## config.mk

```make
export PLATFORM = sky130hd
export DESIGN_NAME = slab_slot_allocator_with_expiry_unit
export DESIGN_NICKNAME = d
export VERILOG_FILES = /design/src/sv/ssa_pkg.sv /design/src/sv/ssa_cmp.sv /design/src/sv/slab_slot_allocator_with_expiry_unit.sv
export VERILOG_INCLUDE_DIRS = /design/src /design/src/sv
export SDC_FILE = /design/constraint.sdc
export NUM_CORES = 2
export LEC_CHECK = 0
export ABC_AREA = 1
export BUFFER_PORTS_ARGS = -buffer_cell sky130_fd_sc_hd__buf_4
export CORE_ASPECT_RATIO = 1.75
export CORE_MARGIN = 1
export CORE_UTILIZATION = 63
export DETAILED_ROUTE_END_ITERATION = 6
export HOLD_SLACK_MARGIN = 0.02
export PLACE_DENSITY = 0.8
export SLEW_MARGIN = 0
export SYNTH_ARGS = -nofsm -noshare
export SYNTH_HDL_FRONTEND = slang
export SYNTH_SLANG_ARGS = --single-unit
```

## constraint.sdc

```tcl
create_clock -name clk -period 8.4 [get_ports clk]
set_clock_uncertainty 0.2 [all_clocks]
set_input_delay 0.84 -clock clk [delete_from_list [all_inputs] [get_ports clk]]
set_output_delay 0.84 -clock clk [all_outputs]
set_load 0.1 [all_outputs]
```

## src/sv/slab_slot_allocator_with_expiry_unit_defines.svh

```systemverilog
// Assertion macros for the slab slot allocator.
// Used by the top level; needs clk and rst_n in scope.
`ifndef SLAB_SLOT_ALLOCATOR_WITH_EXPIRY_UNIT_DEFINES_SVH
`define SLAB_SLOT_ALLOCATOR_WITH_EXPIRY_UNIT_DEFINES_SVH

// same-cycle implication
`define SSA_ASSERT_IMP(lbl, ante, cons, msg) \
  lbl: assert property (@(posedge clk) disable iff (!rst_n) (ante) |-> (cons)) \
    else $error(msg);

// next-cycle implication
`define SSA_ASSERT_NXT(lbl, ante, cons, msg) \
  lbl: assert property (@(posedge clk) disable iff (!rst_n) (ante) |=> (cons)) \
    else $error(msg);

`endif

```

## src/sv/ssa_pkg.sv

```systemverilog
// Shared types and codes for the slab slot allocator.
// No dependencies.
package ssa_pkg;

  localparam logic [1:0] OP_ALLOC = 2'd0;
  localparam logic [1:0] OP_FREE  = 2'd1;
  localparam logic [1:0] OP_SWEEP = 2'd2;

  localparam logic [1:0] ST_OK        = 2'd0;
  localparam logic [1:0] ST_NO_FREE   = 2'd1;
  localparam logic [1:0] ST_NOT_ALLOC = 2'd2;

  localparam int CMP_SLOT_W = 10;
  localparam int CMP_TIME_W = 32;

  localparam logic REG_SLOT_COUNT = 1'b0;
  localparam logic REG_SLOT_BYTES = 1'b1;

  typedef struct packed {
    logic [1:0]  operation;
    logic [5:0]  slot_index;
    logic [31:0] expiry_time;
    logic [31:0] current_time;
  } in_item_t;

  typedef struct packed {
    logic [1:0]  status;
    logic [5:0]  granted_slot;
    logic [21:0] byte_offset;
    logic [6:0]  free_total;
    logic [6:0]  allocated_total;
    logic [6:0]  swept_total;
  } out_item_t;

  typedef struct packed {
    logic                  sweep;
    logic                  found;
    logic [CMP_SLOT_W-1:0] slot;
    logic [CMP_SLOT_W-1:0] target;
    logic [CMP_TIME_W-1:0] expiry;
    logic [CMP_TIME_W-1:0] now;
  } cmp_req_t;

endpackage

```

## src/sv/ssa_cmp.sv

```systemverilog
// Shared compare unit: decides whether a list entry is removed.
// Depends on ssa_pkg.
module ssa_cmp import ssa_pkg::*; (
  input  cmp_req_t req,
  output logic     hit
);

  always_comb begin
    if (req.sweep) begin
      hit = (req.expiry != '0) && (req.expiry <= req.now);
    end else begin
      hit = !req.found && (req.slot == req.target);
    end
  end

endmodule

```

## src/sv/slab_slot_allocator_with_expiry_unit.sv

```systemverilog
// Slab slot allocator with expiry: top level, sequencer and memories.
// Depends on ssa_pkg, ssa_cmp and the assertion macro header.
//
// Usage:
//   in_* channel (valid/stall) carries one request item: allocate, free, sweep.
//   out_* channel (valid/stall) returns one result item per request.
//   APB port (psel/penable/pwrite/paddr/pwdata/prdata/pready) holds
//   slot_count at 0x0 and slot_bytes at 0x4; write only while idle.
//   Writing slot_count rebuilds the slab: all allocations are dropped.
// Steps:
//   allocate: stack read, grant write, offset multiply, result.
//   free/sweep: one pass over the allocated list of length L (at most
//   MAX_SLOTS); each entry takes order read, expiry read, compare/compact
//   through the single shared compare unit. Empty list: straight to result.
//   One item is in work at a time; in_stall is high while busy.
// Reset: slot_count 64, slot_bytes 64, slots 0..N-1 free, nothing allocated.
//   No clearing pass; stack entries never written read as their own index
//   via a low-water mark.
// Stall: a finished result sits in the output register; the next item is
//   accepted meanwhile and holds in its final step until the register frees.
module slab_slot_allocator_with_expiry_unit import ssa_pkg::*; #(
  parameter int MAX_SLOTS = 64,
  parameter int TIME_BITS = 32
) (
  input  logic        clk,
  input  logic        rst_n,
  input  logic        in_valid,
  output logic        in_stall,
  input  in_item_t    in_item,
  output logic        out_valid,
  input  logic        out_stall,
  output out_item_t   out_item,
  input  logic        psel,
  input  logic        penable,
  input  logic        pwrite,
  input  logic [2:0]  paddr,
  input  logic [31:0] pwdata,
  output logic [31:0] prdata,
  output logic        pready
);

`include "slab_slot_allocator_with_expiry_unit_defines.svh"

  localparam int IDX_W = (MAX_SLOTS > 1) ? $clog2(MAX_SLOTS) : 1;
  localparam int CNT_W = $clog2(MAX_SLOTS + 1);
  localparam int TW    = (TIME_BITS < 32) ? TIME_BITS : 32;

  typedef enum logic [7:0] {
    S_IDLE  = 8'b0000_0001,
    S_POP   = 8'b0000_0010,
    S_GRANT = 8'b0000_0100,
    S_MUL   = 8'b0000_1000,
    S_RD    = 8'b0001_0000,
    S_EXP   = 8'b0010_0000,
    S_DEC   = 8'b0100_0000,
    S_DONE  = 8'b1000_0000
  } state_t;

  // memories
  logic [IDX_W-1:0] stk_mem [MAX_SLOTS];
  logic [IDX_W-1:0] ord_mem [MAX_SLOTS];
  logic [TW-1:0]    exp_mem [MAX_SLOTS];

  state_t           state_r, state_nxt;
  logic [1:0]       op_r, op_nxt;
  logic [5:0]       idx_r, idx_nxt;
  logic [TW-1:0]    exp_r, exp_nxt;
  logic [TW-1:0]    now_r, now_nxt;
  logic [6:0]       slot_count_r, slot_count_nxt;
  logic [15:0]      slot_bytes_r, slot_bytes_nxt;
  logic [CNT_W-1:0] free_depth_r, free_depth_nxt;
  logic [CNT_W-1:0] alloc_depth_r, alloc_depth_nxt;
  logic [CNT_W-1:0] min_r, min_nxt;         // low-water mark of the stack
  logic [IDX_W-1:0] pos_r, pos_nxt;
  logic             use_init_r, use_init_nxt;
  logic [IDX_W-1:0] slot_r, slot_nxt;
  logic [21:0]      offset_r, offset_nxt;
  logic [1:0]       status_r, status_nxt;
  logic [CNT_W-1:0] rd_r, rd_nxt;
  logic [CNT_W-1:0] wr_r, wr_nxt;
  logic [CNT_W-1:0] len_r, len_nxt;
  logic [CNT_W-1:0] swept_r, swept_nxt;
  logic             found_r, found_nxt;
  logic             out_valid_r, out_valid_nxt;
  out_item_t        out_item_r, out_item_nxt;

  logic [IDX_W-1:0] stk_q, ord_q;
  logic [TW-1:0]    exp_q;
  logic [IDX_W-1:0] stk_raddr;
  logic             stk_we, ord_we, exp_we;
  logic [IDX_W-1:0] stk_waddr, stk_wdata, ord_waddr, ord_wdata, exp_waddr;
  logic [TW-1:0]    exp_wdata;

  logic             in_acc, cfg_wr;
  logic [CNT_W-1:0] cfg_n;
  logic [IDX_W-1:0] grant_slot;
  logic [37:0]      prod;
  cmp_req_t         cmp_req;
  logic             hit;

  assign in_acc   = in_valid && !in_stall;
  assign in_stall = (state_r != S_IDLE);
  assign cfg_wr   = psel && penable && pwrite && pready;
  assign pready   = 1'b1;
  assign out_valid = out_valid_r;
  assign out_item  = out_item_r;

  assign prdata = (paddr[2] == REG_SLOT_BYTES) ? {16'd0, slot_bytes_r}
                                               : {25'd0, slot_count_r};

  // saturated slot count for a rebuild
  assign cfg_n = (32'(pwdata[6:0]) > MAX_SLOTS) ? CNT_W'(MAX_SLOTS)
                                                : CNT_W'(pwdata[6:0]);

  assign grant_slot = use_init_r ? pos_r : stk_q;
  assign prod = 38'(slot_r) * 38'(slot_bytes_r);

  assign cmp_req.sweep  = (op_r == OP_SWEEP);
  assign cmp_req.found  = found_r;
  assign cmp_req.slot   = CMP_SLOT_W'(ord_q);
  assign cmp_req.target = CMP_SLOT_W'(idx_r);
  assign cmp_req.expiry = CMP_TIME_W'(exp_q);
  assign cmp_req.now    = CMP_TIME_W'(now_r);

  ssa_cmp u_cmp (
    .req (cmp_req),
    .hit (hit)
  );

  assign stk_raddr = IDX_W'(free_depth_r - CNT_W'(1));

  always_ff @(posedge clk) begin
    stk_q <= stk_mem[stk_raddr];
    if (stk_we) begin
      stk_mem[stk_waddr] <= stk_wdata;
    end
  end

  always_ff @(posedge clk) begin
    ord_q <= ord_mem[rd_r[IDX_W-1:0]];
    if (ord_we) begin
      ord_mem[ord_waddr] <= ord_wdata;
    end
  end

  always_ff @(posedge clk) begin
    exp_q <= exp_mem[ord_q];
    if (exp_we) begin
      exp_mem[exp_waddr] <= exp_wdata;
    end
  end

  always_comb begin
    state_nxt       = state_r;
    op_nxt          = op_r;
    idx_nxt         = idx_r;
    exp_nxt         = exp_r;
    now_nxt         = now_r;
    slot_count_nxt  = slot_count_r;
    slot_bytes_nxt  = slot_bytes_r;
    free_depth_nxt  = free_depth_r;
    alloc_depth_nxt = alloc_depth_r;
    min_nxt         = min_r;
    pos_nxt         = pos_r;
    use_init_nxt    = use_init_r;
    slot_nxt        = slot_r;
    offset_nxt      = offset_r;
    status_nxt      = status_r;
    rd_nxt          = rd_r;
    wr_nxt          = wr_r;
    len_nxt         = len_r;
    swept_nxt       = swept_r;
    found_nxt       = found_r;
    out_valid_nxt   = out_valid_r && out_stall;
    out_item_nxt    = out_item_r;
    stk_we    = 1'b0;
    stk_waddr = free_depth_r[IDX_W-1:0];
    stk_wdata = ord_q;
    ord_we    = 1'b0;
    ord_waddr = wr_r[IDX_W-1:0];
    ord_wdata = ord_q;
    exp_we    = 1'b0;
    exp_waddr = grant_slot;
    exp_wdata = exp_r;

    if (cfg_wr) begin
      if (paddr[2] == REG_SLOT_COUNT) begin
        slot_count_nxt  = pwdata[6:0];
        free_depth_nxt  = cfg_n;
        alloc_depth_nxt = '0;
        min_nxt         = cfg_n;
      end else begin
        slot_bytes_nxt = pwdata[15:0];
      end
    end

    case (state_r)
      S_IDLE: begin
        if (in_acc) begin
          op_nxt     = in_item.operation;
          idx_nxt    = in_item.slot_index;
          exp_nxt    = in_item.expiry_time[TW-1:0];
          now_nxt    = in_item.current_time[TW-1:0];
          slot_nxt   = '0;
          offset_nxt = '0;
          status_nxt = ST_OK;
          rd_nxt     = '0;
          wr_nxt     = '0;
          swept_nxt  = '0;
          found_nxt  = 1'b0;
          len_nxt    = alloc_depth_r;
          case (in_item.operation)
            OP_ALLOC: begin
              if (free_depth_r == '0 || 32'(alloc_depth_r) >= MAX_SLOTS) begin
                status_nxt = ST_NO_FREE;
                state_nxt  = S_DONE;
              end else begin
                state_nxt = S_POP;
              end
            end
            OP_FREE, OP_SWEEP: begin
              state_nxt = (alloc_depth_r == '0) ? S_DONE : S_RD;
            end
            default: state_nxt = S_DONE;
          endcase
        end
      end
      S_POP: begin
        // stk_q is loaded at this edge from position free_depth-1
        pos_nxt        = stk_raddr;
        use_init_nxt   = (free_depth_r - CNT_W'(1)) < min_r;
        if ((free_depth_r - CNT_W'(1)) < min_r) begin
          min_nxt = free_depth_r - CNT_W'(1);
        end
        free_depth_nxt = free_depth_r - CNT_W'(1);
        state_nxt      = S_GRANT;
      end
      S_GRANT: begin
        ord_we          = 1'b1;
        ord_waddr       = alloc_depth_r[IDX_W-1:0];
        ord_wdata       = grant_slot;
        exp_we          = 1'b1;
        alloc_depth_nxt = alloc_depth_r + CNT_W'(1);
        slot_nxt        = grant_slot;
        state_nxt       = S_MUL;
      end
      S_MUL: begin
        offset_nxt = prod[21:0];
        state_nxt  = S_DONE;
      end
      S_RD: begin
        state_nxt = S_EXP;
      end
      S_EXP: begin
        state_nxt = S_DEC;
      end
      S_DEC: begin
        if (hit) begin
          if (32'(free_depth_r) < MAX_SLOTS) begin
            stk_we         = 1'b1;
            free_depth_nxt = free_depth_r + CNT_W'(1);
          end
          found_nxt = 1'b1;
          swept_nxt = swept_r + CNT_W'(1);
        end else begin
          ord_we = (wr_r != rd_r);
          wr_nxt = wr_r + CNT_W'(1);
        end
        rd_nxt = rd_r + CNT_W'(1);
        if (rd_r + CNT_W'(1) == len_r) begin
          alloc_depth_nxt = hit ? wr_r : wr_r + CNT_W'(1);
          state_nxt       = S_DONE;
        end else begin
          state_nxt = S_RD;
        end
      end
      S_DONE: begin
        if (!(out_valid_r && out_stall)) begin
          out_valid_nxt                = 1'b1;
          out_item_nxt.granted_slot    = 6'(slot_r);
          out_item_nxt.byte_offset     = offset_r;
          out_item_nxt.free_total      = 7'(free_depth_r);
          out_item_nxt.allocated_total = 7'(alloc_depth_r);
          out_item_nxt.swept_total     = (op_r == OP_SWEEP) ? 7'(swept_r) : 7'd0;
          if (op_r == OP_FREE) begin
            out_item_nxt.status = found_r ? ST_OK : ST_NOT_ALLOC;
          end else begin
            out_item_nxt.status = status_r;
          end
          state_nxt = S_IDLE;
        end
      end
      default: state_nxt = S_IDLE;
    endcase
  end

  always_ff @(posedge clk) begin
    if (!rst_n) begin
      state_r       <= S_IDLE;
      slot_count_r  <= 7'd64;
      slot_bytes_r  <= 16'd64;
      free_depth_r  <= (MAX_SLOTS < 64) ? CNT_W'(MAX_SLOTS) : CNT_W'(64);
      min_r         <= (MAX_SLOTS < 64) ? CNT_W'(MAX_SLOTS) : CNT_W'(64);
      alloc_depth_r <= '0;
      out_valid_r   <= 1'b0;
    end else begin
      state_r       <= state_nxt;
      slot_count_r  <= slot_count_nxt;
      slot_bytes_r  <= slot_bytes_nxt;
      free_depth_r  <= free_depth_nxt;
      min_r         <= min_nxt;
      alloc_depth_r <= alloc_depth_nxt;
      out_valid_r   <= out_valid_nxt;
    end
  end

  always_ff @(posedge clk) begin
    op_r       <= op_nxt;
    idx_r      <= idx_nxt;
    exp_r      <= exp_nxt;
    now_r      <= now_nxt;
    pos_r      <= pos_nxt;
    use_init_r <= use_init_nxt;
    slot_r     <= slot_nxt;
    offset_r   <= offset_nxt;
    status_r   <= status_nxt;
    rd_r       <= rd_nxt;
    wr_r       <= wr_nxt;
    len_r      <= len_nxt;
    swept_r    <= swept_nxt;
    found_r    <= found_nxt;
    out_item_r <= out_item_nxt;
  end

  // free and allocated slots always add up to the slab size when idle
  `SSA_ASSERT_IMP(a_conserve, state_r == S_IDLE, 32'(free_depth_r) + 32'(alloc_depth_r) == ((32'(slot_count_r) > MAX_SLOTS) ? MAX_SLOTS : 32'(slot_count_r)), "slot totals lost")
  // an accepted item makes the block busy
  `SSA_ASSERT_NXT(a_busy, in_acc, in_stall, "not busy after accept")
  // stack never overflows
  `SSA_ASSERT_IMP(a_depth, 1'b1, 32'(free_depth_r) <= MAX_SLOTS, "free stack overflow")

endmodule

```

Word-level counts from Yosys, hierarchy flattened
Memory sizes are Yosys's and may differ from the RTL's. A register that Yosys moved wholly into a read port is not among the register bits.
Cells that the tools add are included.
Widths: inputs -> output; s select.
{ "classes": {"addsub": 6, "mul": 1, "n_lt_le_gt_ge": 5, "eq_ne": 19, "muxes": 55, "n_bitwise": 2, "reduce_logical": 26} }
{ "op_table": {"columns": ["operator", "n"], "rows": [
  ["$mux 7", 15],
  ["$pmux 7 s2", 5],
  ["$pmux 8 s8", 1],
  ["$pmux 22 s2", 1],
  ["$mux 8", 5],
  ["$add 7x1->7 const B", 5],
  ["$le 32x32->1", 1],
  ["$reduce_bool 32->1", 1],
  ["$mux 6", 4],
  ["$mul 6x16->22", 1],
  ["$mux 22", 1],
  ["$mux 1", 16],
  ["$mux 16", 1],
  ["$pmux 8 s2", 1],
  ["$reduce_and 2->1", 8],
  ["$logic_not 7->1", 2],
  ["$pmux 6 s2", 1],
  ["$eq 8x1->1 const B", 1],
  ["$eq 8x2->1 const B", 1],
  ["$eq 8x3->1 const B", 1],
  ["$eq 8x4->1 const B", 1],
  ["$eq 8x5->1 const B", 1],
  ["$eq 8x6->1 const B", 1],
  ["$eq 8x7->1 const B", 1],
  ["23 further kinds", 38]
]} }
{ "word_totals": {"regBits": 242, "ram_bits": 2816, "input_bits": 114, "output_inout_bits": 86, "wordCells": 144, "n_memories": 3} }
{ "mem_list": {"columns": ["name", "depth", "word_bits", "rd", "rd_clocked_by_memory_dff", "wr", "line", "rtl"], "rows": [
  ["exp_mem", 64, 32, 1, 1, 1, "slab_slot_allocator_with_expiry_unit.sv:62", "logic [TW-1:0] exp_mem [MAX_SLOTS];"],
  ["ord_mem", 64, 6, 1, 1, 1, "slab_slot_allocator_with_expiry_unit.sv:61", "logic [IDX_W-1:0] ord_mem [MAX_SLOTS];"],
  ["stk_mem", 64, 6, 1, 1, 1, "slab_slot_allocator_with_expiry_unit.sv:60", "logic [IDX_W-1:0] stk_mem [MAX_SLOTS];"]
]} }

Depth between registers and ports, before layout
{ "logic_depth": {"word_depth": 7, "ltp_mapped": 21, "ltp_nobuf": 21} }

Cells and area by module
A second synthesis with hierarchy kept.
{ "hier_totals": {"hier_cells": 10178, "area_unflattened_um2": 126287.4} }
{ "modules_own_cells": {"columns": ["module", "n_inst", "cells_per_inst", "area_per_inst_um2", "seq_area_each_um2"], "rows": [
  ["slab_slot_allocator_with_expiry_unit", 1, 9992, 125195.1, 92148.4],
  ["ssa_cmp", 1, 186, 1092.3, 0.0]
]} }

Worst setup path after synthesis
No wires, ideal clock.
{ "synth_path": {"kind": "register -> register", "startpoint": "reg state_r[7]", "endpoint": "reg found_r (enable)", "arrival_ps": 6408, "setup_slack_ps": 1468, "stages_incl_launch_ff": 12, "n_path_buf": 0, "synth_period_minus_slack_ps": 6932, "path_cell_list": "dfxtp_1 -> nor2_1 -> inv_2 -> nor2_2 -> inv_2 -> nor4_1 -> inv_1 -> nor2_1 -> inv_1 -> nand2_1 -> o21ai_0 -> inv_1"} }
{ "synth_via": {"elab_chain_cells": 5} }
{ "synth_lines": {"columns": ["item", "line", "rtl"], "rows": [
  ["start, declared", "slab_slot_allocator_with_expiry_unit.sv:64", "state_t state_r, state_nxt;"],
  ["start signal, assigned", "slab_slot_allocator_with_expiry_unit.sv:307", "state_r <= state_nxt;"],
  ["$ne 8x1->1", "slab_slot_allocator_with_expiry_unit.sv:102", "assign in_stall = (state_r != S_IDLE);"],
  ["named net in_stall", "slab_slot_allocator_with_expiry_unit.sv:28", "output logic in_stall,"],
  ["$logic_not 1->1", "slab_slot_allocator_with_expiry_unit.sv:101", "assign in_acc = in_valid && !in_stall;"],
  ["$logic_and 1x1->1", "slab_slot_allocator_with_expiry_unit.sv:101", null],
  ["$ne 2x2->1 (no source line)", null, null],
  ["$reduce_and 3->1 (no source line)", null, null],
  ["end signal, assigned", "slab_slot_allocator_with_expiry_unit.sv:331", "found_r <= found_nxt;"],
  ["end, declared", "slab_slot_allocator_with_expiry_unit.sv:83", "logic found_r, found_nxt;"]
]} }
The timed path passes the listed nets, and every way through them passes these cells.
A chain may end at the register's enable or synchronous reset.

Worst setup path in the final report
{ "layout_path": {"startpoint": "reg now_r[9]", "endpoint": "mem stk_mem[61][5] (netlist bit) (enable)"} }
{ "layout_via": {"elab_chain_cells": 7} }
{ "layout_lines": {"columns": ["item", "line", "rtl"], "rows": [
  ["start, declared", "slab_slot_allocator_with_expiry_unit.sv:68", "logic [TW-1:0] now_r, now_nxt;"],
  ["start signal, assigned", "slab_slot_allocator_with_expiry_unit.sv:321", "now_r <= now_nxt;"],
  ["$le 32x32->1", "ssa_cmp.sv:10", "hit = (req.expiry != '0) && (req.expiry <= req.now);"],
  ["$logic_and 1x1->1", "ssa_cmp.sv:10", null],
  ["$mux 1", "ssa_cmp.sv:9", "if (req.sweep) begin"],
  ["$mux 1", "slab_slot_allocator_with_expiry_unit.sv:258", "if (hit) begin"],
  ["$mux 1", "slab_slot_allocator_with_expiry_unit.sv:197", "case (state_r)"],
  ["$mux 1", "slab_slot_allocator_with_expiry_unit.sv:134", "if (stk_we) begin"],
  ["$mux 1 (not written as such)", "slab_slot_allocator_with_expiry_unit.sv:135", "stk_mem[stk_waddr] <= stk_wdata;"],
  ["end, declared", "slab_slot_allocator_with_expiry_unit.sv:60", null]
]} }
Every way passes these cells.

==> results.ini <==
[outcome]
status=finished with violations
violations=DRC

[routing]
vias_per_cell=6.70
drt_iter0_drc=13100
drcViolationCount=2
final_antenna_net_count=0
drtPass1Iterations=7
detail_route.wl_per_cell_microns=28.2
vias=85200
drt_wl_total_microns=359000

[pwr]
p_leak_nw=46.1
total_power_mw=37.7
irDropWorstVdd_mv=0.188
power_density_nw_per_um2=271

[setup_path]
cp_num_buf_inv=1
worstRegToRegCells=17
reg2reg_to=stk_mem[61][5]$_DFFE_PP_
critPathKind=flop to flop
crit_cells=17
cp-start-kind=flop
cp-startpoint=now_r[9]$_DFFE_PP_
r2r_slack_ns=3.19
critPathTopFamily=simple AND/OR/NAND/NOR gates
cp.arrival_ns=5.51
path_cells=inv_1 -> ha_1 -> nand2_1 -> nand2_1 -> nand3_1 -> nand2_1 -> a21oi_1 -> nand2_1 -> nand2_1 -> nand2_1 -> nand2_1 -> nand2_1 -> nand2_2 -> nand2_2 -> nor2_2 -> nand2_1 -> nor2_1
cpMaxStageDelayCell=nor2_1
crit_fanout=15
cp.required_ns=8.70
crit_top_cell=nand2_1
crit_path_max_incr_delay_ns=0.68
cp-end-kind=flop
critPathCapture=stk_mem[61][5]$_DFFE_PP_
r2r-start=now_r[9]$_DFFE_PP_

[logic_synthesis]
avgSynthCellArea_sq_um=12.7
yosys.area_share.simple=0.0832
synth_xor_area_frac=0.00182
synthArstFlopShare=0
yosysSeqAreaShare=0.735
synth.ff_latch_count=3101
synth-edff-count=3004
ys.flop_type=edfxtp_1
syn-cell-area_sq_um=125000
yosysWarnings=0
synth.distinct_cells=53
synth_compound_area_frac=0.128
synthAdderAreaFrac=0.0169
netlist_instances=9846
synth_top_family_by_area=compound AO/OA/AOI/OAI gates
synthMuxAreaShare=0.00128

[cells_and_area]
layout-drive-gt1-share=0.0872
final_cells=12700
area_growth_pct=10.8
final_nets=10100

[sta]
period_needed_ns=5.21
rsz0062_at_grt=false
max_slew_margin=0.0267
fmax_mhz=192
fin_crit_sh=0.620
tightest_slew_ns=1.46
setup_viol=0
setup-tns-final_ns=0
hold_viol=0
slew_viol_final=0
whs_ns=0.0648

[die]
die_w_microns=339
boundaryPins=200
fp.dieArea_sq_um=201000
start_util=0.634
fp.dieH_microns=592
rows=216
coreArea_sq_um=198000

[clock_network]
cts.sinks=3101
cts_tree=yes
post_cts_buffers=0
h-tree-depth=5
cts_resized=0
root_buffer=clkbuf_16
cts_buffers=276
clock_latency_ns=0.88
path_clk_slew_ns=0.07
clk_path_buf_depth=4

[global_route]
grt.total_usage=0.352
grt_pass1_wl_microns=522000
grt_max_degree=185
met1_usage=0.402
use_met3=0.0658
overflow=0
busiest_layer=met2
grt_pass1_vias=83700
grt_util_met2=0.597
antenna_found_initial=24

[placement]
gp_congestion=0.995
dp_hpwl_microns=207000
port-buffer-count=164
dp.cells=12200

[hold_path]
hp-class=primary input to flop
holdPathStages=1

[run]
maxCapViolations=0

-- kinds of logic after synthesis --
kind of cell,Yosys count
xor gates and xnor gates,26
adders and majority gates,135
buffers and inverters,1060
muxes,16
and+or+nand+nor,2649
DFF,3101
other,2
AOI/OAI and AO/OA,2857
-- cell usage after synthesis (6+ instances only) --
library cell,count,share of area
a21oi_1,108,0.0043
a31oi_1,15,0.00075
buf_1,15,0.00045
buf_2,114,0.0045
buf_4,25,0.0015
clkbuf_1,524,0.016
clkinv_1,7,0.00021
dfxtp_1,97,0.015
edfxtp_1,3004,0.72
fa_1,57,0.0091
ha_1,78,0.0078
inv_1,357,0.011
inv_2,14,0.00042
mux2i_1,16,0.0013
nand2_1,359,0.011
nand3_1,165,0.0066
nand3_2,14,0.0011
nand4_1,21,0.0010
nor2_1,2032,0.061
nor3_1,24,0.00096
nor4_1,16,0.00080
o211ai_1,78,0.0047
o21ai_0,1754,0.070
o21ai_1,8,0.00032
o21bai_1,15,0.00090
o221ai_1,114,0.0080
o22ai_1,709,0.035
o31ai_1,6,0.00036
o32ai_1,26,0.0018
xnor2_1,9,0.00063
xor2_1,17,0.0012
-- area by class of cell --
class	instances	area [sq um]
clock inverters	138	1280
inverters	379	1460
flip-flops and latches	3101	92200
diodes	15	37.5
clock buffers	340	7420
multi-input cells	5700	29700
repair buffers	436	3680
well taps	2616	3270
fillers	12500	58900
-- repair_timing --
item | CTS | global route
hold buffers | 80 | 0
hold endpoints to repair | 80 | 0
endpoints found under the setup margin | 0 | 0
-- cells in the final DEF, fill, tap and decap left out, types with 10 or more instances in the layout --
master / count
a21oi_1: 107
a31oi_1: 15
buf_12: 16
buf_4: 338
bufinv_16: 21
clkbuf_1: 49
clkbuf_16: 287
clkinv_1: 49
clkinv_2: 45
clkinvlp_4: 12
conb_1: 17
dfxtp_1: 90
diode_2: 15
dlygate4sd3_1: 80
edfxtp_1: 3004
fa_1: 57
ha_1: 77
inv_1: 353
inv_2: 13
inv_6: 10
mux2i_1: 16
nand2_1: 359
nand3_1: 165
nand3_2: 14
nand4_1: 21
nor2_1: 1972
nor2_4: 60
nor3_1: 20
nor4_1: 14
o211ai_1: 78
o21ai_0: 1754
o221ai_1: 114
o22ai_1: 707
o32ai_1: 25
xor2_1: 17
-- where the power goes --
| group | switching [mW] | internal (mW) |
|---|---|---|
| combinational | 5.52 | 1.77 |
| sequential | 0.280 | 17.6 |
| clock | 5.53 | 6.95 |
-- worst min path at each step --
stage / startpoint / end / slack, ns
global route: in_item[15] / now_r[15]$_DFFE_PP_ / 0.05
detailed placement: offset_r[10]$_SDFFCE_PN0P_ / out_item[31]$_DFFE_PP_ / 0.21
finish: in_item[15] / now_r[15]$_DFFE_PP_ / 0.06
global placement: offset_r[0]$_SDFFCE_PN0P_ / out_item[21]$_DFFE_PP_ / 0.20
CTS: in_item[15] / now_r[15]$_DFFE_PP_ / 0.03
floorplan: offset_r[0]$_SDFFCE_PN0P_ / out_item[21]$_DFFE_PP_ / 0.20
-- sequential cells by signal, indices dropped and copies added, names as in the netlist, 22 cells and up --
register and count:
exp_mem 2048, ord_mem 384, stk_mem 384, out_item 51, exp_q 32, exp_r 32
now_r 32, offset_r 22
-- through the flow --
step / instance area, sq um / utilization / setup slack (ns)
5_1_grt: 139000 / 0.702 / 3.03
3_5_place_dp: 129000 / 0.654 / 3.59
3_3_place_gp: 129000 / 0.654 / 3.55
2_1_floorplan: 125000 / - / 1.47
6_report: 139000 / 0.703 / 3.19
4_1_cts: 139000 / 0.702 / 3.55
-- layer usage --
metal,wire length (microns),share of wire
met2,178000,0.50
met1,111000,0.31
met4,29400,0.082
met3,40500,0.11
met5,148,0.00041
(Power assumes the default switching activity.)
